**src/rtl/core/binomial_mod_prime_engine_macros.svh**
```systemverilog
// Assertion macros shared by the binomial engine RTL.
// No dependencies.
`ifndef BINOMIAL_MOD_PRIME_ENGINE_MACROS_SVH
`define BINOMIAL_MOD_PRIME_ENGINE_MACROS_SVH
// assert that a condition implies a consequence in the same cycle
`define BMP_ASSERT_IMP(lbl, clk, rstn, cond, cons, msg) \
  lbl: assert property (@(posedge clk) disable iff (!rstn) (cond) |-> (cons)) else $error(msg);
// assert that a condition implies a consequence in the next cycle
`define BMP_ASSERT_NXT(lbl, clk, rstn, cond, cons, msg) \
  lbl: assert property (@(posedge clk) disable iff (!rstn) (cond) |=> (cons)) else $error(msg);
`endif

```
**src/rtl/core/bmpe_pkg.sv**
```systemverilog
// Package for the binomial engine: widths, action codes, state types.
// No dependencies.
`timescale 1ns / 1ps
package bmpe_pkg;
  localparam int MW = 31;
  localparam int TS = 1024;
  localparam int AW = 10;
  localparam int CW = 11;
  localparam int MCW = 5;
  localparam logic [MW-1:0] MOD_RESET = 31'd1000000007;

  typedef enum logic [2:0] {
    ACT_FACT = 3'd0, ACT_INV = 3'd1, ACT_IFACT = 3'd2,
    ACT_BINOM = 3'd3, ACT_ARR = 3'd4, ACT_REP = 3'd5
  } action_e;

  typedef enum logic [4:0] {
    ST_IDLE, ST_CHECK, ST_F_DIV, ST_F_RD, ST_F_RDW, ST_F_M1, ST_F_M2, ST_F_M3,
    ST_F_WR, ST_Q_RD, ST_Q_RDW, ST_Q_M1, ST_Q_M2, ST_Q_M3, ST_Q_M3W, ST_OUT
  } state_e;
endpackage

```
**src/rtl/core/bmpe_divmod.sv**
```systemverilog
// Bit-serial divider of the modulus by a table index: quotient and remainder.
// Depends on bmpe_pkg.
`timescale 1ns / 1ps
module bmpe_divmod (
  input  logic                    clk_i,
  input  logic                    rst_ni,
  input  logic                    start_i,
  input  logic [bmpe_pkg::MW-1:0] num_i,
  input  logic [bmpe_pkg::AW-1:0] den_i,
  output logic                    busy_o,
  output logic [bmpe_pkg::MW-1:0] quo_o,
  output logic [bmpe_pkg::AW-1:0] rem_o
);
  import bmpe_pkg::*;
  logic [MW-1:0] q_q, q_d;
  logic [AW:0] r_q, r_d, sh;
  logic [MCW-1:0] cnt_q, cnt_d;
  logic busy_q, busy_d;

  always_comb begin
    q_d = q_q; r_d = r_q; cnt_d = cnt_q; busy_d = busy_q;
    sh = {r_q[AW-1:0], q_q[MW-1]};
    if (start_i) begin
      q_d = num_i; r_d = '0; cnt_d = MCW'(MW - 1); busy_d = 1'b1;
    end else if (busy_q) begin
      // shift in one numerator bit, subtract when it fits
      if (sh >= {1'b0, den_i}) begin
        r_d = sh - {1'b0, den_i};
        q_d = {q_q[MW-2:0], 1'b1};
      end else begin
        r_d = sh;
        q_d = {q_q[MW-2:0], 1'b0};
      end
      cnt_d = cnt_q - 1'b1;
      if (cnt_q == '0) busy_d = 1'b0;
    end
  end

  always_ff @(posedge clk_i or negedge rst_ni) begin
    if (!rst_ni) begin
      busy_q <= 1'b0;
    end else begin
      busy_q <= busy_d;
    end
  end
  always_ff @(posedge clk_i) begin
    q_q <= q_d; r_q <= r_d; cnt_q <= cnt_d;
  end
  assign busy_o = busy_q;
  assign quo_o = q_q;
  assign rem_o = r_q[AW-1:0];
endmodule

```
**config.mk**
```make
export PLATFORM = sky130hd
export DESIGN_NAME = bmpe_divmod
export DESIGN_NICKNAME = d
export VERILOG_FILES = /design/src/rtl/core/binomial_mod_prime_engine_macros.svh /design/src/rtl/core/bmpe_pkg.sv /design/src/rtl/core/bmpe_divmod.sv
export SDC_FILE = /design/constraint.sdc
export NUM_CORES = 1
export LEC_CHECK = 0
export ABC_CLOCK_PERIOD_IN_PS = 2200
export BUFFER_PORTS_ARGS = -buffer_cell sky130_fd_sc_hd__buf_2
export CORE_UTILIZATION = 45
export CTS_CLUSTER_DIAMETER = 150
export DETAILED_ROUTE_END_ITERATION = 10
export GPL_ROUTABILITY_DRIVEN = 0
export PLACE_DENSITY = 0.72
export SLEW_MARGIN = 20
export SYNTH_ARGS = -nofsm -noshare
export SYNTH_HDL_FRONTEND = slang
export SYNTH_SLANG_ARGS = --single-unit
```
**constraint.sdc**
```tcl
create_clock -name clk_i -period 2.2 [get_ports clk_i]
set_input_delay 0.66 -clock clk_i [delete_from_list [all_inputs] [get_ports clk_i]]
set_output_delay 0.66 -clock clk_i [all_outputs]
set_load 0.05 [all_outputs]
```
==> flow_summary.toml <==
[status]
status = "completed"

[worst_hold_path]
holdCritPathClass = "input pin to asynchronous set/reset pin"

[timing]
fin_worst_hold_slack_ns = 0.1190
slew_violations = 0
clock_skew_ns = 0.007268
finalSetupViolCount = 0
tightest_slew_ns = 0.7422
rsz0062_at_grt = "no"
finalCriticalPeriod_ns = 2.139
setup_ws_ns = 0.06129
max_freq_mhz = 467.6
slew_headroom = 0.5052
finalSetupTns_ns = 0
fin_crit_sh = 0.9721
final-hold-violation-count = 0

[place]
placed_area_um2 = 3277
post-place-ws_ns = -0.2534
numPortBuffers = 85
dpl.hpwl_um = 4048
dp_cells = 387

[synth]
async_flop_share = 0.02128
yosysMostFrequentCell = "edfxtp_1"
yosys-top-cells-count = "31 x edfxtp_1, 30 x mux2_2, 20 x nor2_1"
synthTopCellsByArea = "edfxtp_1 36%, mux2_2 13%, dfxtp_1 12%, ha_1 5.3%, nor2_1 2.9%"
syn_inst = 215
synthFlopType = "edfxtp_1"
seq_area_frac_synth = 0.4846
synth_top_area_cell = "edfxtp_1"
ys_types = 46
synth-edff-count = 31
avgSynthCellArea_um2 = 12.06
yosysWarnings = 0
synth_top_area_frac = 0.3591
netlist_area_um2 = 2592
ys_ff_latch = 47
synthesis.nets = 271

[routing]
drt_iter0_markers = 81
vias = 1977
ant_nets = 0
drt-total-wl_um = 5576
wl_per_cell_um = 14.05
via_per_inst = 4.980
firstDrtPassIters = 4
drc = 0

[layout]
nNetsFinal = 380
final_cells = 397
antenna_cells = 0
finish.utilization = 0.6249
final_area_um2 = 3462
drive_gt1_frac = 0.5323
syn2layout_area_growth_pct = 33.54

[floorplan]
io-pin-count = 86
die_area_um2 = 6068
start_util = 0.4679
rows = 27
core_um2 = 5540
die_w_um = 77.90
die_h_um = 77.90

[setup_path]
crit_required_ns = 2.38
path_max_fanout = 6
crit_path_end_kind = "flip-flop"
cp-start-kind = "input pin"
crit_arrival_ns = 2.32
crit_type = "input pin to flip-flop"

[power]
power_mw = 3.885
p_leak_nw = 1.564
ir_worst_vdd_mv = 0.7393
power_density_nw_per_um2 = 1122

[clock_network]
path_clk_slew_ns = 0.09
clock_path_buffers = 2
cts_sinks = 47
cts-buffers-inserted = 5
cts_root_buffer = "clkbuf_8"
clk_latency_ns = 0.30
tritoncts = "done"
htreeDepth = 2
postCtsHoldBufs = 0

[global_routing]
grt_pass1_wl_um = 8638
grt_overflow = 0
grt_util_all_layers = 0.1824
grt_pass1_vias = 1877
grt_max_degree = 32
antenna_found_initial = 0

[flow_run]
maxCapViolCount = 0
## cells by family (layout without fill, tap and decap cells)
group / Yosys count / count (layout) / synth area share
simple gates: 50 / 50 / 0.1023
flops: 47 / 47 / 0.4846
mux: 37 / 37 / 0.1573
compound gates: 34 / 34 / 0.1009
buf+inv: 26 / 136 / 0.06371
fa+ha+maj: 12 / 12 / 0.06081
xor+xnor: 9 / 9 / 0.03041
## routing by layer
layer | up-vias | track usage | routed length (um)
met5 | - | 0 | 0
met4 | 0 | 0.06111 | 53
met3 | 8 | 0.04588 | 255
met2 | 48 | 0.2850 | 2625
met1 | 924 | 0.2468 | 2642
li1 | 997 | - | -
## path summary, 6_finish.rpt
| path | from | to | slack, ns | depth (start not counted) |
|---|---|---|---|---|
| setup / recovery | den_i[8] | r_q[4]$_SDFFE_PP0P_ | 0.06 | 10 |
| hold / removal | rst_ni | busy_o$_DFF_PN0_ | 0.12 | 1 |
| setup reg to reg | r_q[7]$_SDFFE_PP0P_ | r_q[4]$_SDFFE_PP0P_ | 0.16 | 8 |
| hold reg to reg | cnt_q[4]$_SDFFE_PP1P_ | cnt_q[4]$_SDFFE_PP1P_ | 0.51 | 2 |
| max in group asynchronous | rst_ni | busy_o$_DFF_PN0_ | 2.00 | 1 |
| min in group clk_i | cnt_q[4]$_SDFFE_PP1P_ | cnt_q[4]$_SDFFE_PP1P_ | 0.51 | 2 |
## sequential cells by signal (all words and copies together) (netlist names)
register  flops
r_q          10
quo_o        31
busy_o        1
cnt_q         5
## critical path, cell delays in order
cell	delay, ns
buf_2	0.10
inv_2	0.05
ha_4	0.19
a21o_1	0.18
a211o_1	0.28
a31oi_4	0.17
o31a_4	0.19
buf_4	0.16
mux2i_2	0.23
a211oi_2	0.09
## where the power goes
part           internal, mW  switching (mW)
Combinational         0.798            1.09
Clock                 0.453           0.303
Sequential             1.10           0.137
## cell usage in the layout, fill, tap and decap left out, types with 6 or more instances in the layout
cell      instances
a211oi_1          6
buf_2            85
buf_4            27
dfxtp_1          14
edfxtp_1         31
inv_1            14
mux2_2           30
mux2i_1           6
nand2_1           8
nand2b_1          7
nor2_1           20
xnor2_1           7
## area by class of cell
class,count,area [um2]
Clock inverter,3,67.56
Sequential cell,47,1257
Tap cell,72,90.09
Multi-Input combinational cell,142,1277
Timing Repair Buffer,112,628.1
Inverter,16,72.57
Clock buffer,5,68.82
Fill cell,448,2078
## repair_timing
item	in CTS	in global routing
gates resized for setup	0	6
buffers inserted	0	2
setup endpoints to repair	0	4
No activity file was read; power rests on OpenSTA's default activity.
