[src/rtl/core/binomial_mod_prime_engine_macros.svh]
// Assertion macros shared by the binomial engine RTL.
// No dependencies.
`ifndef BINOMIAL_MOD_PRIME_ENGINE_MACROS_SVH
`define BINOMIAL_MOD_PRIME_ENGINE_MACROS_SVH
// assert that a condition implies a consequence in the same cycle
`define BMP_ASSERT_IMP(lbl, clk, rstn, cond, cons, msg) \
  lbl: assert property (@(posedge clk) disable iff (!rstn) (cond) |-> (cons)) else $error(msg);
// assert that a condition implies a consequence in the next cycle
`define BMP_ASSERT_NXT(lbl, clk, rstn, cond, cons, msg) \
  lbl: assert property (@(posedge clk) disable iff (!rstn) (cond) |=> (cons)) else $error(msg);
`endif

[src/rtl/core/bmpe_pkg.sv]
// Package for the binomial engine: widths, action codes, state types.
// No dependencies.
`timescale 1ns / 1ps
package bmpe_pkg;
  localparam int MW = 31;
  localparam int TS = 1024;
  localparam int AW = 10;
  localparam int CW = 11;
  localparam int MCW = 5;
  localparam logic [MW-1:0] MOD_RESET = 31'd1000000007;

  typedef enum logic [2:0] {
    ACT_FACT = 3'd0, ACT_INV = 3'd1, ACT_IFACT = 3'd2,
    ACT_BINOM = 3'd3, ACT_ARR = 3'd4, ACT_REP = 3'd5
  } action_e;

  typedef enum logic [4:0] {
    ST_IDLE, ST_CHECK, ST_F_DIV, ST_F_RD, ST_F_RDW, ST_F_M1, ST_F_M2, ST_F_M3,
    ST_F_WR, ST_Q_RD, ST_Q_RDW, ST_Q_M1, ST_Q_M2, ST_Q_M3, ST_Q_M3W, ST_OUT
  } state_e;
endpackage

[src/rtl/core/bmpe_mulmod.sv]
// Bit-serial modular multiplier: one multiplier bit per cycle, shift and add.
// Depends on bmpe_pkg.
`timescale 1ns / 1ps
module bmpe_mulmod (
  input  logic                  clk_i,
  input  logic                  rst_ni,
  input  logic                  start_i,
  input  logic [bmpe_pkg::MW-1:0] a_i,
  input  logic [bmpe_pkg::MW-1:0] b_i,
  input  logic [bmpe_pkg::MW-1:0] m_i,
  output logic                  busy_o,
  output logic [bmpe_pkg::MW-1:0] r_o
);
  import bmpe_pkg::*;
  logic [MW-1:0] a_q, a_d, b_q, b_d, r_q, r_d;
  logic busy_q, busy_d;
  logic [MW:0] sr, sa;

  always_comb begin
    a_d = a_q; b_d = b_q; r_d = r_q; busy_d = busy_q;
    sr = {1'b0, r_q} + {1'b0, a_q};
    sa = {1'b0, a_q} + {1'b0, a_q};
    if (start_i) begin
      a_d = a_i; b_d = b_i; r_d = '0; busy_d = 1'b1;
    end else if (busy_q) begin
      if (b_q[0]) begin
        r_d = (sr >= {1'b0, m_i}) ? MW'(sr - {1'b0, m_i}) : sr[MW-1:0];
      end
      a_d = (sa >= {1'b0, m_i}) ? MW'(sa - {1'b0, m_i}) : sa[MW-1:0];
      b_d = b_q >> 1;
      if (b_q == '0) busy_d = 1'b0;
    end
  end

  always_ff @(posedge clk_i or negedge rst_ni) begin
    if (!rst_ni) begin
      busy_q <= 1'b0;
    end else begin
      busy_q <= busy_d;
    end
  end
  always_ff @(posedge clk_i) begin
    a_q <= a_d; b_q <= b_d; r_q <= r_d;
  end
  assign busy_o = busy_q;
  assign r_o = r_q;
endmodule

[config.mk]
export PLATFORM = sky130hd
export DESIGN_NAME = bmpe_mulmod
export DESIGN_NICKNAME = d
export VERILOG_FILES = /design/src/rtl/core/binomial_mod_prime_engine_macros.svh /design/src/rtl/core/bmpe_pkg.sv /design/src/rtl/core/bmpe_mulmod.sv
export SDC_FILE = /design/constraint.sdc
export NUM_CORES = 1
export LEC_CHECK = 0
export BUFFER_PORTS_ARGS = -buffer_cell sky130_fd_sc_hd__buf_4
export CORE_MARGIN = 2
export CORE_UTILIZATION = 25
export DETAILED_ROUTE_END_ITERATION = 10
export PLACE_DENSITY = 0.4
export SLEW_MARGIN = 20
export SYNTH_ARGS = -nofsm -noshare
export SYNTH_HDL_FRONTEND = slang
export SYNTH_SLANG_ARGS = --single-unit
[constraint.sdc]
create_clock -name clk_i -period 10.3 [get_ports clk_i]
set_input_delay 2.06 -clock clk_i [delete_from_list [all_inputs] [get_ports clk_i]]
set_output_delay 2.06 -clock clk_i [all_outputs]
set_load 0.1 [all_outputs]
==> results_dict.tcl, run 1 <==
set metrics [dict create \
    multiInputGateArea_sq_mm 0.00618 \
    synth_fa_ha_area_share_pct 13.5 \
    slew_violations 0 \
    cp-end-kind "flip-flop" \
    dieWidth_um 194 \
    routed_wl_um 30300 \
    regToRegSetupSlack_ns 4.36 \
    die_area_sq_mm 0.0378 \
    final_nets 1354 \
    rsz0062_at_grt "no" \
    yosys.area.top_type "edfxtp_1" \
    finClkSkew_ns 0.0146 \
    ys_seq_area_share_pct 27.7 \
    grt_pass1_vias 8155 \
    regArea_sq_mm 0.00251 \
    cts.clk_slew.worst_paths_ns 0.09 \
    nFillCells 3784 \
    synthMuxAreaShare_pct 7.32 \
    start_util_pct 25.4 \
    grt.overflow.total 0 \
    cts_root_buffer "clkbuf_16" \
    timing.rr.end "r_o[27]" \
    cts_tree "built" \
    cp_max_fo 33 \
    syn_to_final_growth_pct 18.8 \
    gp_congestion 0.833 \
    cts_buffers 9 \
    io_pins 128 \
    drt-initial-drc-count 540 \
    hp-class "flip-flop to flip-flop" \
    period_minus_slack_ns 5.94 \
    ys.flop_type "edfxtp_1" \
    yosys_warnings 0 \
    holdBufCountCts 0 \
    ys_seq_elements 94 \
    critPathLaunchType "flip-flop" \
    crit_start "a_q[0]" \
    antenna_found_initial 0 \
    crit_arrival_ns 6.20 \
    numClockSinks 94 \
    crit-reg2reg-launch "a_q[0]" \
    critPathKind "flip-flop to flip-flop" \
    io_buffers 127 \
    via_count 8098 \
    grt_max_degree 59 \
    viasPerCell 4.97 \
    maxCapViolations 0 \
    cts.path.max_buffers 2 \
    ant_nets 0 \
    cts_setup_buffers 0 \
    hold_viol_final 0 \
    status "complete, but fails checks" \
    async_flop_share_pct 1.06 \
    synth_fp_nets 1251 \
    h-tree-depth 3 \
    cts_resized 0 \
    hpwl_um 24200 \
    firstDrtPassIters 10 \
    worst_pin_slew_ns 0.767 \
    ys_types 69 \
    rows 69 \
    fmax_mhz 168 \
    grt_pass1_wl_um 46800 \
    core_region_area_sq_mm 0.0357 \
    ys_top_cells_by_area "edfxtp_1, ha_1, dfxtp_1, mux2_2, a21oi_1" \
    finalSetupViolCount 0 \
    grt_usage_pct 16.0 \
    avgSynthCellArea_sq_um 8.56 \
    worstPathRequired_ns 10.56 \
    syn-instance-count 1059 \
    diodes 0 \
    synth-xor-area-share_pct 8.12 \
    synth_top_area_share_pct 20.5 \
    violations "design-rule violations" \
    drc 2 \
    post_drt_wl_per_cell_um 18.6 \
    reg2reg_depth 20 \
    synth_area_sq_mm 0.00906 \
    max_slew_margin_pct 48.7 \
    fin_crit_sh_pct 57.6 \
    layout-drive-gt1-share_pct 18.2 \
    crit_path_end "r_o[27]" \
    synth-compound-area-share_pct 23.2 \
    synth_top_family_by_area "compound AO/OA/AOI/OAI gates" \
    synth-simple-area-share_pct 15.9 \
    clock_latency_ns 0.37 \
    die_y_um 194 \
    synth_edf_count 62 \
    tns_ns 0 \
]
[how the worst min path moves through the flow]
stage | to | slack (ns) | startpoint | depth (start not counted)
floorplan | busy_o | 0.54 | b_q[15] | 3
global placement | r_o[0] | 0.47 | r_o[0] | 2
detailed placement | r_o[0] | 0.47 | r_o[0] | 2
CTS | r_o[0] | 0.49 | r_o[0] | 2
global route | r_o[2] | 0.52 | r_o[2] | 2
finish | r_o[0] | 0.49 | r_o[0] | 2
[synthesized netlist by cell type, drive strengths merged, types with 29 or more instances]
cell and n:
nand2 73, a211oi 34, dfxtp 31, ha 93, edfxtp 62, inv 55, clkbuf 31, xor2 41
mux2 50, o21ai 61, nor2 96, a21oi 107, xnor2 43, a21o 46, nor3 29
[worst max-delay path, stage by stage (launching register included)]
cell and delay, ns:
edfxtp_1 0.46, ha_1 0.26, fa_1 0.41, a21o_1 0.21, nand4_1 0.12, a31oi_1 0.22
a41o_1 0.36, nand2b_1 0.20, a221oi_1 0.50, xnor2_1 0.18, ha_1 0.26, a21o_1 0.20
a21o_1 0.17, a21oi_1 0.22, nand2_1 0.07, o21ai_0 0.16, a21oi_1 0.13, nor3_4 0.67
buf_4 0.51, nor2_1 0.11, a2111oi_0 0.37
[cell usage in the layout (no fill, tap or decap), drive strengths merged, types with 12 or more instances in the layout]
| master | netlist | layout |
|---|---|---|
| a21o | 46 | 46 |
| edfxtp | 62 | 62 |
| nor2 | 96 | 96 |
| nor4 | 14 | 14 |
| nand2 | 73 | 73 |
| buf | 9 | 132 |
| xor2 | 41 | 41 |
| a211oi | 34 | 34 |
| mux2 | 50 | 50 |
| o21ai | 61 | 61 |
| a31oi | 13 | 13 |
| ha | 93 | 93 |
| o21a | 14 | 14 |
| dfxtp | 31 | 31 |
| nand3 | 17 | 17 |
| nand2b | 12 | 12 |
| a21oi | 107 | 107 |
| nand4 | 19 | 19 |
| nor3 | 29 | 29 |
| xnor2 | 43 | 43 |
| inv | 55 | 59 |
[registers in the layout, summed over array words and instances (netlist names)]
register	count
busy_o	1
a_q	31
r_o	31
b_q	31
[through the flow]
stage          cells  util [%]  instance area, sq um  hold WS [ns]  setup WS, ns
2_1_floorplan   1059         -                  9060         0.542          5.34
3_3_place_gp    1612      29.3                 10500         0.468          4.30
3_5_place_dp    1612      29.3                 10500         0.474          4.24
4_1_cts         1628      30.2                 10800         0.485          4.33
5_1_grt         1628      30.2                 10800         0.523          3.84
6_report        1628      30.2                 10800         0.485          4.36
[layer usage]
layer / wire (um) / global-route usage (%) / vias to the layer above
met3: 1260 / 2.95 / 17
met5: 0 / 0 / -
met4: 410 / 3.82 / 0
li1: - / - / 4126
met2: 13500 / 25.3 / 131
met1: 15200 / 22.4 / 3824
[cell type report]
cell class	instances	area share [%]
Clock buffer	10	2.13
Inverter	55	1.92
Clock inverter	6	0.721
Timing Repair Buffer	132	9.21
Multi-Input combinational cell	870	57.4
Sequential cell	94	23.3
Tap cell	461	5.36
[kinds of logic (layout without fill, tap and decap cells)]
family / count (synthesis) / count (layout)
AND/OR/NAND/NOR: 301 / 301
XOR/XNOR: 84 / 84
flip-flops: 94 / 94
buffers and inverters: 95 / 203
multiplexers: 60 / 60
AO/OA/AOI/OAI: 329 / 329
adder cells (fa/ha/maj): 96 / 96
Power of run 1 is left out: the tool's default activity adds up to more than one toggle a clock period on the data nets, which glitch-free logic cannot reach.
==> run 2: changes to the inputs <==
Clock period 10.3 ns to 5.5 ns, I/O delays scaled along.
==> results_dict.tcl, run 2 (synthesized netlist as in run 1, its figures left out) <==
set metrics [dict create \
    viasPerCell 4.97 \
    crit_arrival_ns 5.27 \
    holdBufCountCts 0 \
    via_count 8106 \
    cts.path.max_buffers 2 \
    io_pins 128 \
    cts_resized 0 \
    cp_max_fo 5 \
    finClkSkew_ns 0.0122 \
    critPathKind "flip-flop to flip-flop" \
    cpPeakStageDelay_ns 0.47 \
    clock_latency_ns 0.37 \
    final_nets 1358 \
    maxCapViolations 0 \
    tns_ns 0 \
    syn_to_final_growth_pct 19.3 \
    cts.clk_slew.worst_paths_ns 0.09 \
    io_buffers 127 \
    cts_tree "built" \
    die_area_sq_mm 0.0378 \
    grt_usage_pct 16.1 \
    firstDrtPassIters 10 \
    h-tree-depth 3 \
    cts_buffers 9 \
    period_minus_slack_ns 5.02 \
    cts_setup_buffers 0 \
    slew_violations 0 \
    critPathLaunchType "flip-flop" \
    numClockSinks 94 \
    drc 2 \
    grt_pass1_vias 8155 \
    diodes 0 \
    die_y_um 194 \
    rows 69 \
    post_drt_wl_per_cell_um 18.6 \
    antenna_found_initial 0 \
    cp-end-kind "flip-flop" \
    worstPathCellList "ha_1, fa_1, a21o_1, nand4_1, a31oi_1, a41o_1, nand2b_1, a31oi_1, xnor2_1, ha_1, a21oi_1, o21ai_0, a2111o_1, a21oi_1, o21ai_0, o41ai_1, xor2_1, a2111oi_0" \
    critical-path-top-delay-family "compound AO/OA/AOI/OAI gates" \
    cpMaxStageDelayCell "edfxtp_1" \
    final_cell_mix "buf_4, a21oi_1, nor2_1, ha_1, nand2_1" \
    layout-drive-gt1-share_pct 18.6 \
    fin_crit_sh_pct 91.2 \
    gp_congestion 0.864 \
    hpwl_um 24200 \
    worstPathRequired_ns 5.76 \
    rsz0062_at_grt "no" \
    fmax_mhz 199 \
    grt_max_degree 57 \
    max_slew_margin_pct 47.4 \
    final_common_cell "buf_4" \
    violations "design-rule violations" \
    finalSetupViolCount 0 \
    grt_pass1_wl_um 47000 \
    routed_wl_um 30300 \
    drt-initial-drc-count 357 \
    hp-class "flip-flop to flip-flop" \
    cp_num_buf_inv 0 \
    dieWidth_um 194 \
    grt.overflow.total 0 \
    core_region_area_sq_mm 0.0357 \
    hold_viol_final 0 \
    status "complete, but fails checks" \
    cts_root_buffer "clkbuf_16" \
    worst_pin_slew_ns 0.782 \
    start_util_pct 25.4 \
    ant_nets 0 \
]
run 2: cell count changes in the layout (fill, tap and decap cells not counted), sizes merged:
cell    delta
bufinv     -1
clkinv     +2
buf        +4
clkbuf     -1
run 2: final timing paths:
check	startpoint	end	slack, ns	depth (start not counted)
max in group asynchronous	rst_ni	busy_o	4.92	1
hold / removal	r_o[0]	r_o[0]	0.48	2
setup reg to reg	a_q[0]	r_o[27]	0.48	18
hold reg to reg	r_o[0]	r_o[0]	0.48	2
setup / recovery	a_q[0]	r_o[27]	0.48	18
min in group asynchronous	rst_ni	busy_o	0.50	1
run 2: area by class of cell:
| cell class | count | area [sq um] |
|---|---|---|
| Tap cell | 461 | 577 |
| Inverter | 55 | 206 |
| Multi-Input combinational cell | 870 | 6190 |
| Clock inverter | 7 | 63.8 |
| Sequential cell | 94 | 2510 |
| Fill cell | 3814 | 24800 |
| Timing Repair Buffer | 136 | 1050 |
| Clock buffer | 9 | 225 |
run 2: per-stage QoR:
stage	worst slack (ns)	area, sq um	utilization [%]	hold WS (ns)	std cells
2_1_floorplan	0.538	9060	-	0.542	1059
3_3_place_gp	0.490	10500	29.5	0.479	1616
3_5_place_dp	0.431	10500	29.5	0.476	1616
4_1_cts	0.368	10800	30.3	0.478	1632
5_1_grt	0.0240	10800	30.3	0.470	1632
6_report	0.483	10800	30.3	0.484	1632
run 2: worst register-to-register path, cell delays in order, from the launching register on:
cell and delay, ns:
edfxtp_1 0.47, ha_1 0.27, fa_1 0.41, a21o_1 0.21
nand4_1 0.10, a31oi_1 0.17, a41o_1 0.34, nand2b_1 0.22
a31oi_1 0.22, xnor2_1 0.18, ha_1 0.34, a21oi_1 0.17
o21ai_0 0.12, a2111o_1 0.40, a21oi_1 0.25, o21ai_0 0.18
o41ai_1 0.37, xor2_1 0.11, a2111oi_0 0.38
run 2: metal layers:
| layer | global-route usage [%] | wire (um) |
|---|---|---|
| met4 | 5.21 | 804 |
| met2 | 25.1 | 13200 |
| met1 | 22.4 | 15000 |
| met3 | 2.93 | 1310 |
| met5 | 0 | 0 |
Power of run 2 is left out for the same reason.
